$ cat src/rtdi_pkg.sv
package rtdi_pkg;

    // Fixed field widths of the command and result beats.
    localparam int INDEX_W  = 5;
    localparam int IN_ROW_W = 8;
    localparam int DIST_W   = 15;
    localparam int OUT_W    = 24;

    // Saturation limits of the signed result.
    localparam int OUT_MAX = 8388607;
    localparam int OUT_MIN = -8388608;

    // Command codes.
    localparam logic CMD_LOAD  = 1'b0;
    localparam logic CMD_QUERY = 1'b1;

    typedef struct packed {
        logic                cmd;
        logic [INDEX_W-1:0]  entry_index;
        logic [IN_ROW_W-1:0] entry_row;
        logic [DIST_W-1:0]   entry_dist;
        logic [IN_ROW_W-1:0] query_row;
    } item_t;

    typedef struct packed {
        logic signed [OUT_W-1:0] distance_q8;
        logic                    found;
        logic                    div_error;
    } result_t;

endpackage

$ cat src/row_to_distance_interpolator_top.sv
// Load beats in range write one breakpoint in the accept cycle and never raise busy.
// A query scans one segment per cycle, multiplies once, then divides one quotient bit per
// cycle. done comes straight from the scan on a miss or a zero denominator, from the sum
// step with no division when the first segment's rows fall, else from the sum step after
// the division. The next beat is taken while done is shown, so a query holds off new beats
// until it is through; the receiver cannot stall. Reset clears sequencer and outputs.
module row_to_distance_interpolator_top #(
    parameter int NUM_POINTS = 18,
    parameter int ROW_BITS   = 8,
    parameter int FRAC_BITS  = 8
) (
    input  logic            clk,
    input  logic            rst_n,
    input  logic            start,
    output logic            busy,
    input  rtdi_pkg::item_t req,
    output logic            done,
    output rtdi_pkg::result_t result
);
    import rtdi_pkg::*;

    localparam int IDX_W = $clog2(NUM_POINTS);
    localparam int MAG_W = ROW_BITS + DIST_W;
    localparam int NUM_W = MAG_W + FRAC_BITS;
    localparam int CNT_W = $clog2(NUM_W);
    localparam int EXT_W = (NUM_W + 2 > OUT_W) ? NUM_W + 2 : OUT_W;
    localparam logic [IDX_W-1:0] LAST_K = IDX_W'(NUM_POINTS - 1);
    localparam logic signed [EXT_W-1:0] SAT_HI = EXT_W'(OUT_MAX);
    localparam logic signed [EXT_W-1:0] SAT_LO = EXT_W'(OUT_MIN);

    typedef struct packed {
        logic [ROW_BITS-1:0] row;
        logic [DIST_W-1:0]   distance;
    } entry_t;

    typedef enum logic [2:0] {
        ST_IDLE,
        ST_FILL,
        ST_SCAN,
        ST_MUL,
        ST_DIV,
        ST_SUM
    } state_t;

    entry_t mem [NUM_POINTS];

    state_t              state_reg, state_next;
    logic                done_reg, done_next;
    result_t             result_reg, result_next;
    logic [ROW_BITS-1:0] q_reg, q_next;
    logic [IDX_W-1:0]    k_reg, k_next;
    entry_t              rd_reg;
    entry_t              prev_reg, prev_next;
    logic [NUM_W-1:0]    num_reg, num_next;
    logic [ROW_BITS-1:0] den_reg, den_next;
    logic [ROW_BITS-1:0] rem_reg, rem_next;
    logic                neg_reg, neg_next;
    logic [CNT_W-1:0]    cnt_reg, cnt_next;

    logic                accept;
    logic                wr_en;
    logic [IDX_W-1:0]    wr_addr;
    logic                rd_en;
    logic [IDX_W-1:0]    rd_addr;

    logic signed [ROW_BITS:0] off;
    logic signed [DIST_W:0]   dd;
    logic [ROW_BITS-1:0]      off_mag;
    logic [DIST_W-1:0]        dd_mag;
    logic [MAG_W-1:0]         mag;
    logic [ROW_BITS:0]        shifted;
    logic                     ge;
    logic [EXT_W-1:0]         base;
    logic [EXT_W-1:0]         quo;
    logic signed [EXT_W-1:0]  sum;

    assign accept  = start && !busy;
    assign wr_en   = accept && (req.cmd == CMD_LOAD) && (req.entry_index < NUM_POINTS);
    assign wr_addr = IDX_W'(req.entry_index);

    // Datapath pieces used by the sequencer.
    always_comb
    begin
        off     = $signed({1'b0, q_reg}) - $signed({1'b0, prev_reg.row});
        dd      = $signed({1'b0, rd_reg.distance}) - $signed({1'b0, prev_reg.distance});
        off_mag = off[ROW_BITS] ? ROW_BITS'(-off) : off[ROW_BITS-1:0];
        dd_mag  = dd[DIST_W] ? DIST_W'(-dd) : dd[DIST_W-1:0];
        mag     = MAG_W'(off_mag) * MAG_W'(dd_mag);
        shifted = {rem_reg, num_reg[NUM_W-1]};
        ge      = shifted >= {1'b0, den_reg};
        base    = EXT_W'(prev_reg.distance) << FRAC_BITS;
        quo     = neg_reg ? -EXT_W'(num_reg) : EXT_W'(num_reg);
        sum     = $signed(base) + $signed(quo);
    end

    always_comb
    begin
        state_next  = state_reg;
        done_next   = 1'b0;
        result_next = result_reg;
        q_next      = q_reg;
        k_next      = k_reg;
        prev_next   = prev_reg;
        num_next    = num_reg;
        den_next    = den_reg;
        rem_next    = rem_reg;
        neg_next    = neg_reg;
        cnt_next    = cnt_reg;
        rd_en       = 1'b0;
        rd_addr     = k_reg;

        case (state_reg)
            ST_IDLE:
            begin
                if (accept && req.cmd == CMD_QUERY)
                begin
                    q_next     = ROW_BITS'(req.query_row);
                    k_next     = IDX_W'(1);
                    rd_en      = 1'b1;
                    rd_addr    = '0;
                    state_next = ST_FILL;
                end
            end
            ST_FILL:
            begin
                prev_next  = rd_reg;
                rd_en      = 1'b1;
                state_next = ST_SCAN;
            end
            ST_SCAN:
            begin
                // rd_reg holds entry k, prev_reg holds entry k-1.
                if (q_reg < rd_reg.row)
                begin
                    if (rd_reg.row == prev_reg.row)
                    begin
                        result_next.distance_q8 = '0;
                        result_next.found       = 1'b1;
                        result_next.div_error   = 1'b1;
                        done_next               = 1'b1;
                        state_next              = ST_IDLE;
                    end
                    else
                    begin
                        state_next = ST_MUL;
                    end
                end
                else if (k_reg == LAST_K)
                begin
                    result_next.distance_q8 = '0;
                    result_next.found       = 1'b0;
                    result_next.div_error   = 1'b0;
                    done_next               = 1'b1;
                    state_next              = ST_IDLE;
                end
                else
                begin
                    prev_next = rd_reg;
                    rd_en     = 1'b1;
                    rd_addr   = k_reg + IDX_W'(1);
                    k_next    = k_reg + IDX_W'(1);
                end
            end
            ST_MUL:
            begin
                neg_next = off[ROW_BITS] != dd[DIST_W];
                den_next = rd_reg.row - prev_reg.row;
                rem_next = '0;
                cnt_next = CNT_W'(NUM_W - 1);
                // A first segment whose rows fall gives a zero quotient.
                if (rd_reg.row < prev_reg.row)
                begin
                    num_next   = '0;
                    state_next = ST_SUM;
                end
                else
                begin
                    num_next   = NUM_W'(mag) << FRAC_BITS;
                    state_next = ST_DIV;
                end
            end
            ST_DIV:
            begin
                rem_next = ge ? ROW_BITS'(shifted - {1'b0, den_reg}) : ROW_BITS'(shifted);
                num_next = {num_reg[NUM_W-2:0], ge};
                cnt_next = cnt_reg - CNT_W'(1);
                if (cnt_reg == '0)
                begin
                    state_next = ST_SUM;
                end
            end
            ST_SUM:
            begin
                if (sum > SAT_HI)
                begin
                    result_next.distance_q8 = OUT_W'(SAT_HI);
                end
                else if (sum < SAT_LO)
                begin
                    result_next.distance_q8 = OUT_W'(SAT_LO);
                end
                else
                begin
                    result_next.distance_q8 = OUT_W'(sum);
                end
                result_next.found     = 1'b1;
                result_next.div_error = 1'b0;
                done_next             = 1'b1;
                state_next            = ST_IDLE;
            end
            default:
            begin
                state_next = ST_IDLE;
            end
        endcase
    end

    always_ff @(posedge clk or negedge rst_n)
    begin
        if (!rst_n)
        begin
            state_reg  <= ST_IDLE;
            done_reg   <= 1'b0;
            result_reg <= '0;
        end
        else
        begin
            state_reg  <= state_next;
            done_reg   <= done_next;
            result_reg <= result_next;
        end
    end

    always_ff @(posedge clk)
    begin
        q_reg    <= q_next;
        k_reg    <= k_next;
        prev_reg <= prev_next;
        num_reg  <= num_next;
        den_reg  <= den_next;
        rem_reg  <= rem_next;
        neg_reg  <= neg_next;
        cnt_reg  <= cnt_next;
    end

    always_ff @(posedge clk)
    begin
        if (wr_en)
        begin
            mem[wr_addr] <= '{row: ROW_BITS'(req.entry_row), distance: req.entry_dist};
        end
        if (rd_en)
        begin
            rd_reg <= mem[rd_addr];
        end
    end

    assign busy   = state_reg != ST_IDLE;
    assign done   = done_reg;
    assign result = result_reg;

    // A result beat is only shown once the sequencer is back at rest.
    a_done_idle : assert property (@(posedge clk) disable iff (!rst_n)
        done |-> !busy)
        else $error("result shown while busy");

    // A load beat never produces a result and never occupies the block.
    a_load_quiet : assert property (@(posedge clk) disable iff (!rst_n)
        (start && !busy && req.cmd == CMD_LOAD) |=> (!busy && !done))
        else $error("load beat disturbed the sequencer");

    // A query beat always starts a scan.
    a_query_busy : assert property (@(posedge clk) disable iff (!rst_n)
        (start && !busy && req.cmd == CMD_QUERY) |=> busy)
        else $error("query beat not taken");

    // Miss and zero-denominator results carry a zero distance.
    a_flags : assert property (@(posedge clk) disable iff (!rst_n)
        (done && (!result.found || result.div_error)) |->
            (result.distance_q8 == '0 && (result.found || !result.div_error)))
        else $error("inconsistent result flags");

endmodule
$ cat config.mk
export PLATFORM = sky130hd
export DESIGN_NAME = row_to_distance_interpolator_top
export DESIGN_NICKNAME = d
export VERILOG_FILES = /design/src/rtdi_pkg.sv /design/src/row_to_distance_interpolator_top.sv
export SDC_FILE = /design/constraint.sdc
export NUM_CORES = 1
export LEC_CHECK = 0
export ABC_AREA = 1
export BUFFER_PORTS_ARGS = -buffer_cell sky130_fd_sc_hd__buf_2
export CORE_ASPECT_RATIO = 1.1
export CORE_MARGIN = 4
export CORE_UTILIZATION = 40
export DETAILED_ROUTE_END_ITERATION = 7
export SYNTH_ARGS = -nofsm -noshare
export SYNTH_HDL_FRONTEND = slang
export SYNTH_SLANG_ARGS = --single-unit
$ cat constraint.sdc
create_clock -name clk -period 8.09 [get_ports clk]
set_input_delay 1.618 -clock clk [delete_from_list [all_inputs] [get_ports clk]]
set_output_delay 1.618 -clock clk [all_outputs]
set_load 0.05 [all_outputs]
# After elaboration in Yosys (flattened, before gate mapping)
# Memory sizes are Yosys's and may differ from the RTL's. A register that Yosys moved wholly into a read port is not among the register bits.
# Index checks and enable logic that the tools add are counted.
totals:
  ff_bits: 119
  latchBits: 0
  ram_bits: 414
  rom_bits: 0
  output_inout_bits: 28
  n_memories: 1
mem_list:
  columns: ["memory", "depth", "word_bits", "read_ports", "rd_ports_with_merged_regs", "wr", "line", "rtl"]
  rows:
  - ["mem", 18, 23, 1, 1, 1, "row_to_distance_interpolator_top.sv:45", "entry_t mem [NUM_POINTS];"]
op_classes:
  n_addsub: 10
  n_mul: 1
  n_div: 0
  n_lt_le_gt_ge: 6
  eq_ne: 14
  shift: 0
  n_mux: 40
  n_bitwise: 1
  n_reduce_logical: 17
op_table:
  columns: ["operator", "count"]
  rows:
  - ["$mux 26", 3]
  - ["$pmux 31 s2", 1]
  - ["$pmux 26 s2", 1]
  - ["$mux 24", 2]
  - ["$mux 23", 2]
  - ["$pmux 23 s2", 1]
  - ["$add 24x33->33", 1]
  - ["$gt 33x24->1 const B", 1]
  - ["$lt 33x24->1 const B", 1]
  - ["$mux 33", 1]
  - ["$neg 31->33", 1]
  - ["$mux 31", 1]
  - ["$pmux 5 s2", 3]
  - ["$mul 8x15->23", 1]
  - ["$mux 5", 4]
  - ["$lt 8x8->1", 2]
  - ["$mux 8", 2]
  - ["$pmux 8 s2", 1]
  - ["$sub 15x15->16", 1]
  - ["$sub 8x8->8", 2]
  - ["$mux 15", 1]
  - ["$neg 15->15", 1]
  - ["$pmux 3 s5", 1]
  - ["$mux 3", 4]
  - ["other kinds (27)", 50]

# Longest topological paths before layout
depth:
  depth_word: 7
  depth_mapped: 37
  mapped_depth_nobuf: 36

# Worst setup path before layout
# No wires, ideal clock.
synth_timing:
  path_kind: "reg2reg"
  startpoint: "register q_reg[0]"
  endpoint: "register num_reg[28] (data pin)"
  setup_ns: 0.267
  arrival_time_ns: 6.541
  slack_ns: 1.282
  path_stages_with_launch: 36
  path_buffers: 1
  period_less_slack_ns: 6.808
  path_cell_list: "edfxtp_1 -> inv_1 -> ha_1 -> inv_1 -> fa_1 -> a21oi_1 -> o21bai_1 -> a21oi_1 -> o21bai_1 -> nand2_1 -> nand2_1 -> a21oi_4 -> inv_1 -> or2_2 -> xor2_1 -> inv_1 -> buf_4 -> nor2_1 -> fa_1 -> fa_1 -> fa_1 -> inv_1 -> fa_1 -> inv_1 -> ha_1 -> nand2_1 -> nor2_1 -> inv_1 -> o21ai_0 -> a21boi_0 -> o21ai_0 -> a21boi_0 -> o21ai_0 -> a21oi_1 -> o21ai_0 -> o21ai_0"
synth_via:
  elab_chain_len: 6
synth_lines:
  columns: ["element", "line", "rtl"]
  rows:
  - ["from (decl)", "row_to_distance_interpolator_top.sv:50", "logic [ROW_BITS-1:0] q_reg, q_next;"]
  - ["from (signal assigned)", "row_to_distance_interpolator_top.sv:236", "q_reg <= q_next;"]
  - ["$sub 8x8->9 (*)", "row_to_distance_interpolator_top.sv:84", "off = $signed({1'b0, q_reg}) - $signed({1'b0, prev_reg.row});"]
  - ["$neg 8->8", "row_to_distance_interpolator_top.sv:86", "off_mag = off[ROW_BITS] ? ROW_BITS'(-off) : off[ROW_BITS-1:0];"]
  - ["$mux 8 (*)", "row_to_distance_interpolator_top.sv:86", null]
  - ["$mul 8x15->23 (*)", "row_to_distance_interpolator_top.sv:88", "mag = MAG_W'(off_mag) * MAG_W'(dd_mag);"]
  - ["$mux 31 (*)", "row_to_distance_interpolator_top.sv:171", "if (rd_reg.row < prev_reg.row)"]
  - ["$pmux 31 s2 (*)", "row_to_distance_interpolator_top.sv:112", "case (state_reg)"]
  - ["via num_next[28]", "row_to_distance_interpolator_top.sv:54", "logic [NUM_W-1:0] num_reg, num_next;"]
  - ["to (signal assigned)", "row_to_distance_interpolator_top.sv:239", "num_reg <= num_next;"]
  - ["to (decl)", "row_to_distance_interpolator_top.sv:54", null]
# The timed path passes the listed nets; every way through them passes the cells marked *.
# A chain may end at the register's enable or synchronous reset.

# Worst setup path after layout
# Same ends and word-level chain as after synthesis.

==> impl_metrics.py <==
metrics = {
    "status": {
        "status": "complete, no violations",
    },
    "layout": {
        "final_nets": 3472,
        "post-route-cell-area_sq_um": 34900,
        "drive_gt1_share_pct": 9.00,
        "syn_to_final_growth_pct": 11.6,
        "largest_register_ffs": 414,
    },
    "placed_design": {
        "dpl_cell_area_sq_um": 32800,
        "place_congestion": 0.923,
        "port_buffers": 67,
        "hpwl_mm": 53.5,
    },
    "sta": {
        "rsz0062_at_grt": "false",
        "hold_viol": 0,
        "fin_skew_ps": 45.1,
        "max_freq_mhz": 134,
        "setup_tns_ps": 0,
        "period_share_pct": 92.1,
        "period_minus_slack_ps": 7450,
        "slew_violations": 0,
        "max-slew-margin-rel_pct": 26.5,
        "setup_viol": 0,
        "worst_pin_slew_ps": 1100,
    },
    "grt": {
        "grt_max_degree": 91,
        "grt_pass1_wl_mm": 124,
        "grt_overflow": 0,
        "antenna_found_initial": 4,
        "grt_usage_pct": 19.3,
        "grt_pass1_vias": 21800,
    },
    "floorplanning": {
        "coreArea_sq_um": 77500,
        "rows": 107,
        "initial_core_util_pct": 40.4,
        "fp.dieH_microns": 301,
        "io-pin-count": 68,
        "die_area_sq_um": 82800,
        "die_x_microns": 275,
    },
    "flow_run": {
        "maxCapViolations": 0,
    },
    "critical_path": {
        "crit_top_cell": "inv_1",
        "worstSetupPathType": "reg2reg",
        "cp-start-kind": "flop",
        "cp-end-kind": "flop",
        "critical_path.slowest_cell": "fa_1",
        "cpPeakStageDelay_ps": 550,
        "path_max_fanout": 11,
        "required_ps": 8430,
        "cp.arrival_ps": 7800,
        "r2r_slack_ps": 640,
    },
    "clock_tree": {
        "clk_pin_slew_ps": 60,
        "clockBufferDepth": 3,
        "clk_latency_ps": 640,
        "clock-sinks": 556,
        "cts-root-buf": "clkbuf_16",
        "cts_buffers": 59,
        "h-tree-depth": 2,
        "cts_tree": "built",
        "cts_setup_buffers": 0,
    },
    "synth": {
        "syn-num-nets": 3426,
        "ys.warnings.count": 0,
        "synth_area_leaders": "edfxtp_1 (50%), nand2_1 (7.0%), nand3_1 (6.8%)",
        "synth_ff_type": "edfxtp_1",
        "synth-xor-area-share_pct": 2.49,
        "ys_seq_area_share_pct": 52.9,
        "async_flop_share_pct": 5.40,
        "synth_compound_area_share_pct": 4.67,
        "yosys.area_share.simple_pct": 22.4,
        "synth_adder_area_share_pct": 9.71,
        "syn_area_sq_um": 31300,
        "synth_edf_count": 526,
        "syn_area_per_cell_sq_um": 9.80,
        "yosysTopAreaCellShare_pct": 50.5,
        "synth_largest_area_cell": "edfxtp_1",
        "ys_ff_latch": 556,
        "synth.distinct_cells": 54,
        "synth_mux_area_share_pct": 0,
        "syn_inst": 3193,
        "synth_top_family_by_area": "simple AND/OR/NAND/NOR gates",
    },
    "detailed_routing": {
        "dr.pass1.iters": 6,
        "viasPerCell": 5.12,
        "wl_per_cell_microns": 18.6,
        "drtAntennaViolNets": 0,
        "vias": 22100,
        "finalWirelength_mm": 80.5,
        "first_iter_violations": 1690,
        "drc": 0,
    },
    "worst_hold_path": {
        "hold_class": "reg2reg",
    },
}
[synthesized netlist by cell type (9+ instances only)]
cell type	instances
nand4_1	17
ha_1	110
clkbuf_1	47
o22ai_1	10
nand3b_1	167
nor3_1	21
nand2_2	14
edfxtp_1	526
a21o_1	9
o21ai_0	68
buf_2	56
inv_1	495
xnor2_1	19
dfrtp_1	30
buf_1	12
nor2_1	199
nand2_1	581
fa_1	83
xor2_1	70
a31oi_1	9
a21oi_1	88
or2_2	26
o211ai_1	27
nand3_1	423
[timing repair]
item                                    in CTS  in global routing
endpoints found under the hold margin        0                  0
resized for setup                            0                  2
hold buffers                                 0                  0
endpoints found under the setup margin       0                  2
[worst max-delay path, delay by kind of cell (launching register included)]
kind	cells	cell delay, ps
buffers and inverters	8	790
AOI/OAI and AO/OA	13	2120
DFF	1	380
and+or+nand+nor	6	850
xor gates and xnor gates	1	130
adders and majority gates	7	2930
[routing by layer]
| layer | global-route usage [%] | share of wire [%] |
|---|---|---|
| met5 | 0 | 0.0099 |
| met1 | 24.8 | 42 |
| met3 | 2.23 | 4.6 |
| met2 | 34.3 | 50 |
| met4 | 5.81 | 3.0 |
[layout by cell type (no fill, tap or decap), types with 8 or more instances in the layout]
cell type,instances
dfrtp_1,30
xor2_1,70
clkbuf_16,60
inv_1,493
bufinv_16,13
nand2_2,13
nand3b_1,167
ha_1,110
o21ai_0,67
nor3_1,20
nand4_1,17
buf_4,40
or2_2,26
a21oi_1,88
xnor2_1,19
a31oi_1,9
buf_2,67
o211ai_1,27
nor2_1,181
o21bai_1,8
o22ai_1,10
nand2_1,580
edfxtp_1,526
clkinv_2,12
inv_2,8
fa_1,83
nor2_2,24
clkinv_1,14
a21o_1,9
nand3_1,422
[metrics by stage]
stage	instances	hold slack (ps)	setup WS, ps	utilization [%]
after floorplan	3193	426	1280	-
after global placement	4213	432	623	42.3
after detailed placement	4213	437	525	42.3
after CTS	4325	458	524	45.0
after global routing	4325	469	29.5	45.0
final	4326	464	637	45.0
[area by class of cell]
cell class              count  area [sq um]
diodes                      1          2.50
clock buffers              65          1520
clock inverters            47           626
fillers                  7299         42600
inverters                 505          1900
multi-input cells        2010         12400
flip-flops and latches    556         16500
well taps                1035          1290
repair buffers            107           636
[logic make-up (layout without fill, tap and decap cells)]
family	after synthesis	count (layout)
simple gates	1479	1479
buf+inv	627	724
flops	556	556
compound gates	249	249
fa+ha+maj	193	193
xor+xnor	89	89
other cells	0	1
[worst paths after layout]
| kind | to | startpoint | depth (start not counted) |
|---|---|---|---|
| hold reg to reg | prev_reg[15] | rd_reg[15] | 0 |
| hold / removal | prev_reg[15] | rd_reg[15] | 0 |
| setup reg to reg | num_reg[28] | q_reg[0] | 35 |
| max in group asynchronous | result[12] | rst_n | 1 |
| min in group asynchronous | result[15] | rst_n | 1 |
| setup / recovery | num_reg[28] | q_reg[0] | 35 |
Power is left out: the tool's default activity adds up to more than one toggle a clock period on the data nets, which glitch-free logic cannot reach.
